**config.mk**
```make
export PLATFORM = sky130hd
export DESIGN_NAME = ipc_ram
export DESIGN_NICKNAME = d
export VERILOG_FILES = /design/src/ipc_ram.sv
export SDC_FILE = /design/constraint.sdc
export NUM_CORES = 1
export LEC_CHECK = 0
export ABC_AREA = 1
export BUFFER_PORTS_ARGS = -buffer_cell sky130_fd_sc_hd__clkbuf_2
export CORE_ASPECT_RATIO = 1.4
export CORE_MARGIN = 1
export CORE_UTILIZATION = 36
export CTS_BUF_LIST = sky130_fd_sc_hd__clkbuf_4 sky130_fd_sc_hd__clkbuf_8
export DETAILED_ROUTE_END_ITERATION = 6
export GPL_TIMING_DRIVEN = 0
export PLACE_DENSITY = 0.48
export SETUP_SLACK_MARGIN = 0.3
export SLEW_MARGIN = 25
export SYNTH_ARGS = -nofsm -noshare
export SYNTH_HDL_FRONTEND = slang
export SYNTH_SLANG_ARGS = --single-unit
```
**constraint.sdc**
```tcl
create_clock -name clk -period 1.14 [get_ports clk]
set_input_delay 0.057 -clock clk [delete_from_list [all_inputs] [get_ports clk]]
set_output_delay 0.057 -clock clk [all_outputs]
set_load 0.03 [all_outputs]
```
**src/ipc_ram.sv**
```systemverilog
// Generic simple dual-port RAM: one write port, one read port with
// registered read data. No dependencies.
module ipc_ram #(
  parameter int WIDTH = 8,
  parameter int DEPTH = 16
) (
  input  logic                                    clk,
  input  logic                                    we,
  input  logic [((DEPTH > 1) ? $clog2(DEPTH) : 1)-1:0] waddr,
  input  logic [WIDTH-1:0]                        wdata,
  input  logic [((DEPTH > 1) ? $clog2(DEPTH) : 1)-1:0] raddr,
  output logic [WIDTH-1:0]                        rdata
);
  logic [WIDTH-1:0] mem [DEPTH];

  always_ff @(posedge clk) begin
    if (we) begin
      mem[waddr] <= wdata;
    end
    rdata <= mem[raddr];
  end
endmodule

```
==> results of run 1 <==
[layout make-up]
| cell class | count | area share (%) |
|---|---|---|
| sequential | 136 | 56.5 |
| multi-input combinational | 289 | 22.8 |
| inverter | 102 | 5.39 |
| tap | 196 | 3.45 |
| clock buffer | 18 | 3.40 |
| timing repair buffer | 24 | 3.24 |
| clock inverter | 13 | 2.85 |
| buffer | 24 | 2.34 |
[worst min-delay path by stage]
stage,from,to,slack [ps],depth (start not counted)
6_report,wdata[2],mem[1][2],110,1
5_1_grt,wdata[2],mem[14][2],120,1
4_1_cts,raddr[2],rdata[3],90,4
3_5_place_dp,rdata[2],rdata[2],500,1
3_3_place_gp,rdata[1],rdata[1],500,1
2_1_floorplan,wdata[0],mem[0][0],160,0
[metrics by stage]
stage                     power [W]  hold WS (ps)  util [%]  instances
final                        0.0111           113      45.5        802
after global routing         0.0115           116      45.5        802
after CTS                    0.0111          90.9      44.4        800
after detailed placement    0.00655           501      39.5        769
after global placement      0.00654           502      39.5        769
after floorplan             0.00619           156         -        551
[placed cells by master, fill, tap and decap left out, types with 3 or more instances in the layout]
master	count
buf_4	4
buf_8	8
clkbuf_8	17
nor2_4	12
nand3_2	52
nand2_2	8
inv_1	100
buf_6	6
clkinv_2	3
nand2_1	165
dfxtp_2	8
bufinv_16	5
nor2_2	4
nand3_1	43
edfxtp_1	128
buf_2	13
clkbuf_2	14
[state kept, by name, indices dropped and copies added, names as in the netlist]
name	count
rdata	8
mem	128
[routing by layer]
layer	wire length, um	vias to the layer above	part of all wire (%)
li1	-	1862	-
met1	6270	1844	41
met2	7870	87	52
met3	562	18	3.7
met4	408	0	2.7
met5	0	-	0
[cells by family after synthesis]
group / after synthesis / share of synthesized area [%]
DFF: 136 / 69.4
buffers and inverters: 126 / 9.52
and+or+nand+nor: 289 / 21.0
[power groups by stage]
stage / combinational [W] / sequential [W] / clock [W]
finish: 0.000992 / 0.00563 / 0.00448
global route: 0.00108 / 0.00564 / 0.00474
detailed placement: 0.000821 / 0.00572 / 0
CTS: 0.000948 / 0.00562 / 0.00456
global placement: 0.000816 / 0.00572 / 0
floorplan: 0.000408 / 0.00579 / 0
[worst max-delay path, cell delays in order]
cell	delay (ps)
clkbuf_2	100
nand3b_1	380
nor2_2	500
[what timing repair did]
item                       4_1_cts  5_1_grt
gates resized for setup         74       32
setup endpoints to repair       64       96
pin swaps                       22       19
setup buffers                    0        2
==> impl_metrics.json, run 1 <==
{
  "grtUsageMet2_pct": 34.6,
  "finalCritPeriodShare_pct": 86.5,
  "max-cap-violations": 0,
  "max_freq_mhz": 1010,
  "start_kind": "input port",
  "initial_utilization_pct": 36.9,
  "syn_inst": 551,
  "die_area_um2": 16500,
  "multiInputGateArea_um2": 1620,
  "crit_path_start": "waddr[2]",
  "grt_pass1_wl_um": 23000,
  "r2r_cells": 6,
  "antennaDiodeCount": 0,
  "report.final.slew_viol_count": 0,
  "ys_warn_count": 0,
  "rsz0062_at_grt": "yes",
  "reg2reg_to": "rdata[5]",
  "clockPowerShare_pct": 40.4,
  "fin_ws_ps": 154,
  "p_leak_nw": 3.00,
  "wl_um": 15100,
  "die_y_um": 152,
  "end_kind": "flip-flop",
  "nFillCells": 1459,
  "track_usage_pct": 20.3,
  "vias": 3811,
  "syn_to_final_growth_pct": 23.2,
  "finalHoldViolations": 0,
  "post-route-cell-area_um2": 7100,
  "die_w_um": 109,
  "grt_pass1_vias": 3924,
  "grt-ovfl-total": 0,
  "placed_cell_area_um2": 6170,
  "yosys.area.top_type": "edfxtp_1",
  "synth.most_common_cell": "nand2_1",
  "path_clk_slew_ps": 80,
  "numCtsBuffers": 17,
  "worstHoldPathType": "input port to flip-flop",
  "routedWlPerCell_um": 18.8,
  "p_sw_share_pct": 23.3,
  "cts-root-buf": "clkbuf_8",
  "synth_common_cells": "173 x nand2_1, 128 x edfxtp_1, 100 x inv_1",
  "clock_skew_ps": 10.3,
  "worstSetupPathType": "input port to flip-flop",
  "drt_iter0_markers": 151,
  "p_comb_share_pct": 8.9,
  "period_needed_ps": 986,
  "ys_async_sr_fraction_pct": 0,
  "p_per_area_nw_per_um2": 1560,
  "grt_util_met3_pct": 3.25,
  "worstPathRequired_ps": 1210,
  "synthTopCellsByArea": "edfxtp_1 67%, nand2_1 11%, nand3_1 8.4%",
  "endpoint": "mem[10][2]",
  "syn_area_per_cell_um2": 10.5,
  "r2r_slack_ps": 160,
  "grt_start_max_net_pins": 17,
  "place_hpwl_um": 10100,
  "regArea_um2": 4010,
  "status": "finished, final reports clean",
  "tightest_slew_ps": 648,
  "drc_errors": 0,
  "h-tree-depth": 4,
  "ys.flop_type": "edfxtp_1",
  "finalSetupViolations": 0,
  "grt_busiest_layer": "met2",
  "worstPathMaxFanout": 8,
  "dr.pass1.iters": 4,
  "seqPwrFrac_pct": 50.7,
  "met1_usage_pct": 24.1,
  "clock_path_buffers": 2,
  "fin_tns_setup_ps": 0,
  "io_buffer_count": 22,
  "viasPerCell": 4.75,
  "max-vdd-ir-drop_mv": 0.780,
  "synth-edff-count": 128,
  "pre_cts_slack_ps": -237,
  "slew_headroom_pct": 56.8,
  "ant_nets": 0,
  "cts_tree": "built",
  "synth.distinct_cells": 12,
  "cp.arrival_ps": 1050,
  "antenna_found_initial": 0,
  "row_count": 54,
  "synth_seq_cells": 136,
  "ios": 26,
  "seq_area_frac_synth_pct": 69.4,
  "drive_gt1_share_pct": 27.2,
  "num-nets-final": 612,
  "holdBufCountCts": 0,
  "syn-num-nets": 569,
  "cts.sinks": 136,
  "core_area_um2": 15600,
  "clock_latency_ps": 430,
  "p_int_w": 0.00852,
  "netlist_area_um2": 5770,
  "r2r-start": "mem[7][5]",
  "place.gp.congestion": 0.828,
  "switchingPower_w": 0.00258,
  "synth_top_area_share_pct": 66.7
}
Note: power is estimated with default switching activity, not from simulation.
==> inputs of run 2 (changes only) <==
==> constraint.sdc (replaced) <==
create_clock -name clk -period 0.92 [get_ports clk]
set_input_delay 0.046 -clock clk [delete_from_list [all_inputs] [get_ports clk]]
set_output_delay 0.046 -clock clk [all_outputs]
set_load 0.03 [all_outputs]
==> run 2 against run 1 <==
  * Via count grew 2.6%
  * Clock-buffer cell count stayed put
  * Sequential power increased by 24%
  * The flow now finishes with violations (setup timing)
  * Routed wire length increased by 3.2%
  * Die area did not move
  * Global-route usage up 0.24 points
  * Register-to-register slack worse by 220 ps
  * Sequential share of layout area decreased by 1.7 points
  * First-iteration DRC count unchanged
  * Combinational power grew 32%
  * Power rose by 18%
==> impl_metrics.json, run 2 (synthesis gave the netlist of run 1 again) <==
{
  "die_y_um": 152,
  "worstHoldPathType": "input port to flip-flop",
  "num-nets-final": 624,
  "initial_utilization_pct": 36.9,
  "drive_gt1_share_pct": 29.1,
  "fin_hold_ws_ps": 23.4,
  "numCtsBuffers": 17,
  "dr.pass1.iters": 4,
  "worstSetupPathType": "flip-flop to flip-flop",
  "antennaDiodeCount": 0,
  "drt_iter0_markers": 151,
  "status": "finished, violations left",
  "drc_errors": 0,
  "finalSetupViolations": 16,
  "row_count": 54,
  "clock_latency_ps": 430,
  "post_layout_nonfiller_instances": 815,
  "syn_to_final_growth_pct": 27.0,
  "largest_register_ffs": 128,
  "wl_um": 15600,
  "finalCritPeriodShare_pct": 107,
  "worstPathRequired_ps": 1240,
  "routedWlPerCell_um": 19.1,
  "h-tree-depth": 4,
  "max-cap-violations": 0,
  "die_area_um2": 16500,
  "report.final.slew_viol_count": 0,
  "ios": 26,
  "final_common_cell": "nand2_1",
  "rsz0062_at_grt": "yes",
  "placed_cell_area_um2": 6260,
  "worstPathMaxFanout": 1,
  "path_clk_slew_ps": 80,
  "finalHoldViolations": 0,
  "final_cell_mix": "157 x nand2_1, 128 x edfxtp_1, 97 x inv_1",
  "p_leak_nw": 3.07,
  "slew_headroom_pct": 56.7,
  "fin_ws_ps": -63.0,
  "max_freq_mhz": 1020,
  "track_usage_pct": 20.5,
  "grt_pass1_vias": 3879,
  "post-route-cell-area_um2": 7320,
  "grt-ovfl-total": 0,
  "cts.sinks": 136,
  "place_hpwl_um": 10200,
  "place.gp.congestion": 0.795,
  "largestRegisters": "mem x128, rdata x8",
  "die_w_um": 109,
  "max-vdd-ir-drop_mv": 0.795,
  "grt_pass1_wl_um": 23000,
  "p_per_area_nw_per_um2": 1790,
  "power.total_w": 0.0131,
  "clock_path_buffers": 2,
  "antenna_found_initial": 0,
  "period_needed_ps": 983,
  "grt_start_max_net_pins": 17,
  "start_kind": "flip-flop",
  "clock_skew_ps": 10.7,
  "cts-root-buf": "clkbuf_8",
  "fin_tns_setup_ps": -303,
  "viasPerCell": 4.80,
  "cp.arrival_ps": 1300,
  "vias": 3909,
  "ant_nets": 0,
  "tightest_slew_ps": 649,
  "holdBufCountCts": 0,
  "regMostFlops": "mem",
  "violations": "setup timing",
  "io_buffer_count": 22,
  "core_area_um2": 15600,
  "end_kind": "flip-flop",
  "cts_tree": "built",
  "dp_cells": 769
}
run 2: per-stage QoR:
stage | setup slack (ps) | utilization [%]
floorplan | 0.359 | -
global placement | -531 | 40.1
finish | -63.0 | 46.9
CTS | -80.0 | 45.2
global route | -99.5 | 46.9
detailed placement | -553 | 40.1
run 2: per-layer routing:
layer / wire length (um) / global-route usage [%] / up-vias
met5: 0 / 0 / -
met4: 536 / 9.86 / 0
met3: 500 / 4.36 / 29
met2: 8380 / 36.6 / 85
met1: 6180 / 22.9 / 1912
li1: - / - / 1883
run 2: worst paths after layout:
kind / from / end / slack [ps] / cells past startpoint
setup reg to reg: mem[0][3] / rdata[3] / -60 / 6
hold reg to reg: mem[2][2] / rdata[2] / 680 / 6
setup / recovery: mem[0][3] / rdata[3] / -60 / 6
hold / removal: raddr[2] / rdata[1] / 20 / 4
run 2: area by class of cell:
| class | count | area [um2] |
|---|---|---|
| flip-flops and latches | 136 | 4010 |
| fillers | 1426 | 8290 |
| multi-input cells | 289 | 1660 |
| repair buffers | 36 | 464 |
| clock inverters | 14 | 146 |
| well taps | 196 | 245 |
| clock buffers | 18 | 241 |
| inverters | 102 | 388 |
| plain buffers | 24 | 166 |
run 2: worst max-delay path, stage by stage (launching register included):
cell,delay (ps)
edfxtp_1,370
inv_1,60
nand2_1,60
nand3_2,110
nand3_4,100
nand3_4,110
nand2_2,60
run 2: where the power goes:
| part | leakage (nW) | total, W | switching, W | internal [W] |
|---|---|---|---|---|
| clock | 0.195 | 0.00482 | 0.00237 | 0.00245 |
| combinational | 1.65 | 0.00131 | 0.000859 | 0.000453 |
| sequential | 1.22 | 0.00698 | 0.0000505 | 0.00693 |
run 2: what timing repair did:
| item | CTS | global route |
|---|---|---|
| pin swaps | 20 | 29 |
| resized for setup | 52 | 57 |
| hold endpoints to repair | 0 | 0 |
| endpoints found under the setup margin | 80 | 98 |
| buffers inserted | 12 | 2 |
==> inputs of run 3 (changes only) <==
--- a/config.mk
+++ b/config.mk
@@ -5,7 +5,7 @@
 export SDC_FILE = /design/constraint.sdc
 export NUM_CORES = 1
 export LEC_CHECK = 0
-export ABC_AREA = 1
+export ABC_AREA = 0
 export BUFFER_PORTS_ARGS = -buffer_cell sky130_fd_sc_hd__clkbuf_2
 export CORE_ASPECT_RATIO = 1.4
 export CORE_MARGIN = 1
@@ -13,7 +13,7 @@
 export CTS_BUF_LIST = sky130_fd_sc_hd__clkbuf_4 sky130_fd_sc_hd__clkbuf_8
 export DETAILED_ROUTE_END_ITERATION = 6
 export GPL_TIMING_DRIVEN = 0
-export PLACE_DENSITY = 0.48
+export PLACE_DENSITY = 0.49
 export SETUP_SLACK_MARGIN = 0.3
 export SLEW_MARGIN = 25
 export SYNTH_ARGS = -nofsm -noshare
==> run 3 against run 2 <==
  * The run still ends with setup timing left
  * Worst setup slack worse by 330 ps
  * Final area down 10%
  * Power down 2.7%
  * Routed wire length down 32%
  * Clock-buffer cell count up 2
  * Cell count down 39%
  * Critical endpoint is now rdata[2]
  * Non-clock buffer count down 2
  * Maximum frequency down 25%
  * Critical path depth down 3
==> impl_metrics.json, run 3 <==
{
  "worstPathRequired_ps": 1230,
  "p_leak_nw": 2.13,
  "ant_nets": 0,
  "clock_path_buffers": 2,
  "grt_pass1_wl_um": 15700,
  "regMostFlops": "mem",
  "grt_pass1_vias": 2616,
  "cts-root-buf": "clkbuf_8",
  "drc_errors": 0,
  "cp.arrival_ps": 1620,
  "syn_to_final_growth_pct": 27.9,
  "largest_register_ffs": 128,
  "antennaDiodeCount": 0,
  "num-nets-final": 314,
  "holdBufCountCts": 0,
  "synth-edff-count": 128,
  "period_needed_ps": 1310,
  "tightest_slew_ps": 872,
  "worstHoldPathType": "input port to flip-flop",
  "synth.most_common_cell": "edfxtp_1",
  "fin_tns_setup_ps": -2860,
  "synth.distinct_cells": 19,
  "max-cap-violations": 0,
  "place.gp.congestion": 0.667,
  "finalSetupViolations": 16,
  "ys_async_sr_fraction_pct": 0,
  "final_cell_mix": "128 x edfxtp_1, 32 x mux4_2, 19 x clkbuf_8",
  "synth_seq_cells": 136,
  "seq_area_frac_synth_pct": 77.8,
  "grt_start_max_net_pins": 17,
  "die_y_um": 143,
  "synthTopCellsByArea": "edfxtp_1 75%, mux4_2 7.9%, mux4_1 7.1%",
  "largestRegisters": "mem x128, rdata x8",
  "nFillCells": 1213,
  "grt-ovfl-total": 0,
  "syn_area_per_cell_um2": 22.5,
  "place_hpwl_um": 6670,
  "numCtsBuffers": 17,
  "finalCritPeriodShare_pct": 142,
  "rsz0062_at_grt": "yes",
  "clock_latency_ps": 430,
  "h-tree-depth": 4,
  "start_kind": "flip-flop",
  "vias": 2400,
  "worstSetupPathType": "flip-flop to flip-flop",
  "io_buffer_count": 24,
  "row_count": 51,
  "ys.flop_type": "edfxtp_1",
  "p_per_area_nw_per_um2": 1940,
  "initial_utilization_pct": 37.0,
  "syn_inst": 229,
  "cts_tree": "built",
  "dr.pass1.iters": 4,
  "max-vdd-ir-drop_mv": 0.712,
  "violations": "setup timing",
  "ys_warn_count": 0,
  "track_usage_pct": 16.1,
  "fin_ws_ps": -389,
  "die_area_um2": 14800,
  "wl_um": 10500,
  "synth_common_cells": "128 x edfxtp_1, 18 x mux4_2, 16 x a22oi_1",
  "antenna_found_initial": 0,
  "dp_cells": 438,
  "ios": 26,
  "report.final.slew_viol_count": 0,
  "drive_gt1_share_pct": 50.8,
  "final_common_cell": "edfxtp_1",
  "routedWlPerCell_um": 21.3,
  "drt_iter0_markers": 116,
  "clock_skew_ps": 8.91,
  "finalHoldViolations": 0,
  "syn-num-nets": 247,
  "post_layout_nonfiller_instances": 494,
  "worstPathMaxFanout": 1,
  "max_freq_mhz": 764,
  "yosys.area.top_type": "edfxtp_1",
  "status": "finished, violations left",
  "cts.sinks": 136,
  "viasPerCell": 4.86,
  "netlist_area_um2": 5150,
  "die_w_um": 103,
  "slew_headroom_pct": 41.7,
  "end_kind": "flip-flop",
  "synth_top_area_share_pct": 74.7,
  "r2r_slack_ps": -390,
  "core_area_um2": 13900,
  "pre_cts_slack_ps": -672,
  "path_clk_slew_ps": 80
}
-- run 3: kinds of logic after synthesis --
kind of cell	share of synthesized area, %
compound gates	2.33
buf+inv	1.68
flops	77.8
mux	15.0
simple gates	3.18
-- run 3: repair_timing --
action	CTS	global route
pin swaps	16	9
buffers inserted	23	1
setup endpoints to repair	144	120
gates resized for setup	40	19
-- run 3: per-stage QoR --
stage               power, W  instance area (um2)  utilization, %  hold slack, ps
finish                0.0128                 6580            47.3            78.0
global route          0.0132                 6580            47.3            88.6
CTS                   0.0129                 6540            47.0            69.6
detailed placement   0.00793                 5620            40.4             488
global placement     0.00791                 5620            40.4             488
floorplan            0.00759                 5270               -             145
-- run 3: layout make-up --
type / count / area (um2) / share of cell area [%]
tap: 185 / 231 / 3.52
clock buffer: 20 / 269 / 4.09
timing repair buffer: 48 / 617 / 9.37
sequential: 136 / 4010 / 60.9
clock inverter: 12 / 126 / 1.92
multi-input combinational: 83 / 1210 / 18.4
buffer: 10 / 115 / 1.75
-- run 3: worst max-delay path, cell delays in order, from the launching register on --
cell and delay [ps]:
edfxtp_1 360, mux4_2 500, a22oi_1 240, nand2_1 100
-- run 3: where the power goes --
part / switching (W) / internal [W]
registers: 0.0000474 / 0.00693
logic: 0.000543 / 0.000475
clock network: 0.00220 / 0.00256
-- run 3: final timing paths --
kind                                start   endpoint  cells past startpoint
worst max-delay path            mem[7][2]   rdata[2]                      3
worst min register to register  mem[8][0]   rdata[0]                      3
worst min-delay path             wdata[7]  mem[4][7]                      1
worst max register to register  mem[7][2]   rdata[2]                      3
-- run 3: per-layer routing --
| layer | up-vias | part of all wire [%] | global-route usage [%] | routed length (um) |
|---|---|---|---|---|
| met3 | 7 | 3.9 | 4.33 | 415 |
| met4 | 0 | 1.1 | 5.78 | 116 |
| met1 | 1251 | 40 | 19.8 | 4270 |
| met5 | - | 0 | 0 | 0 |
| met2 | 51 | 54 | 27.2 | 5740 |
| li1 | 1091 | - | - | - |
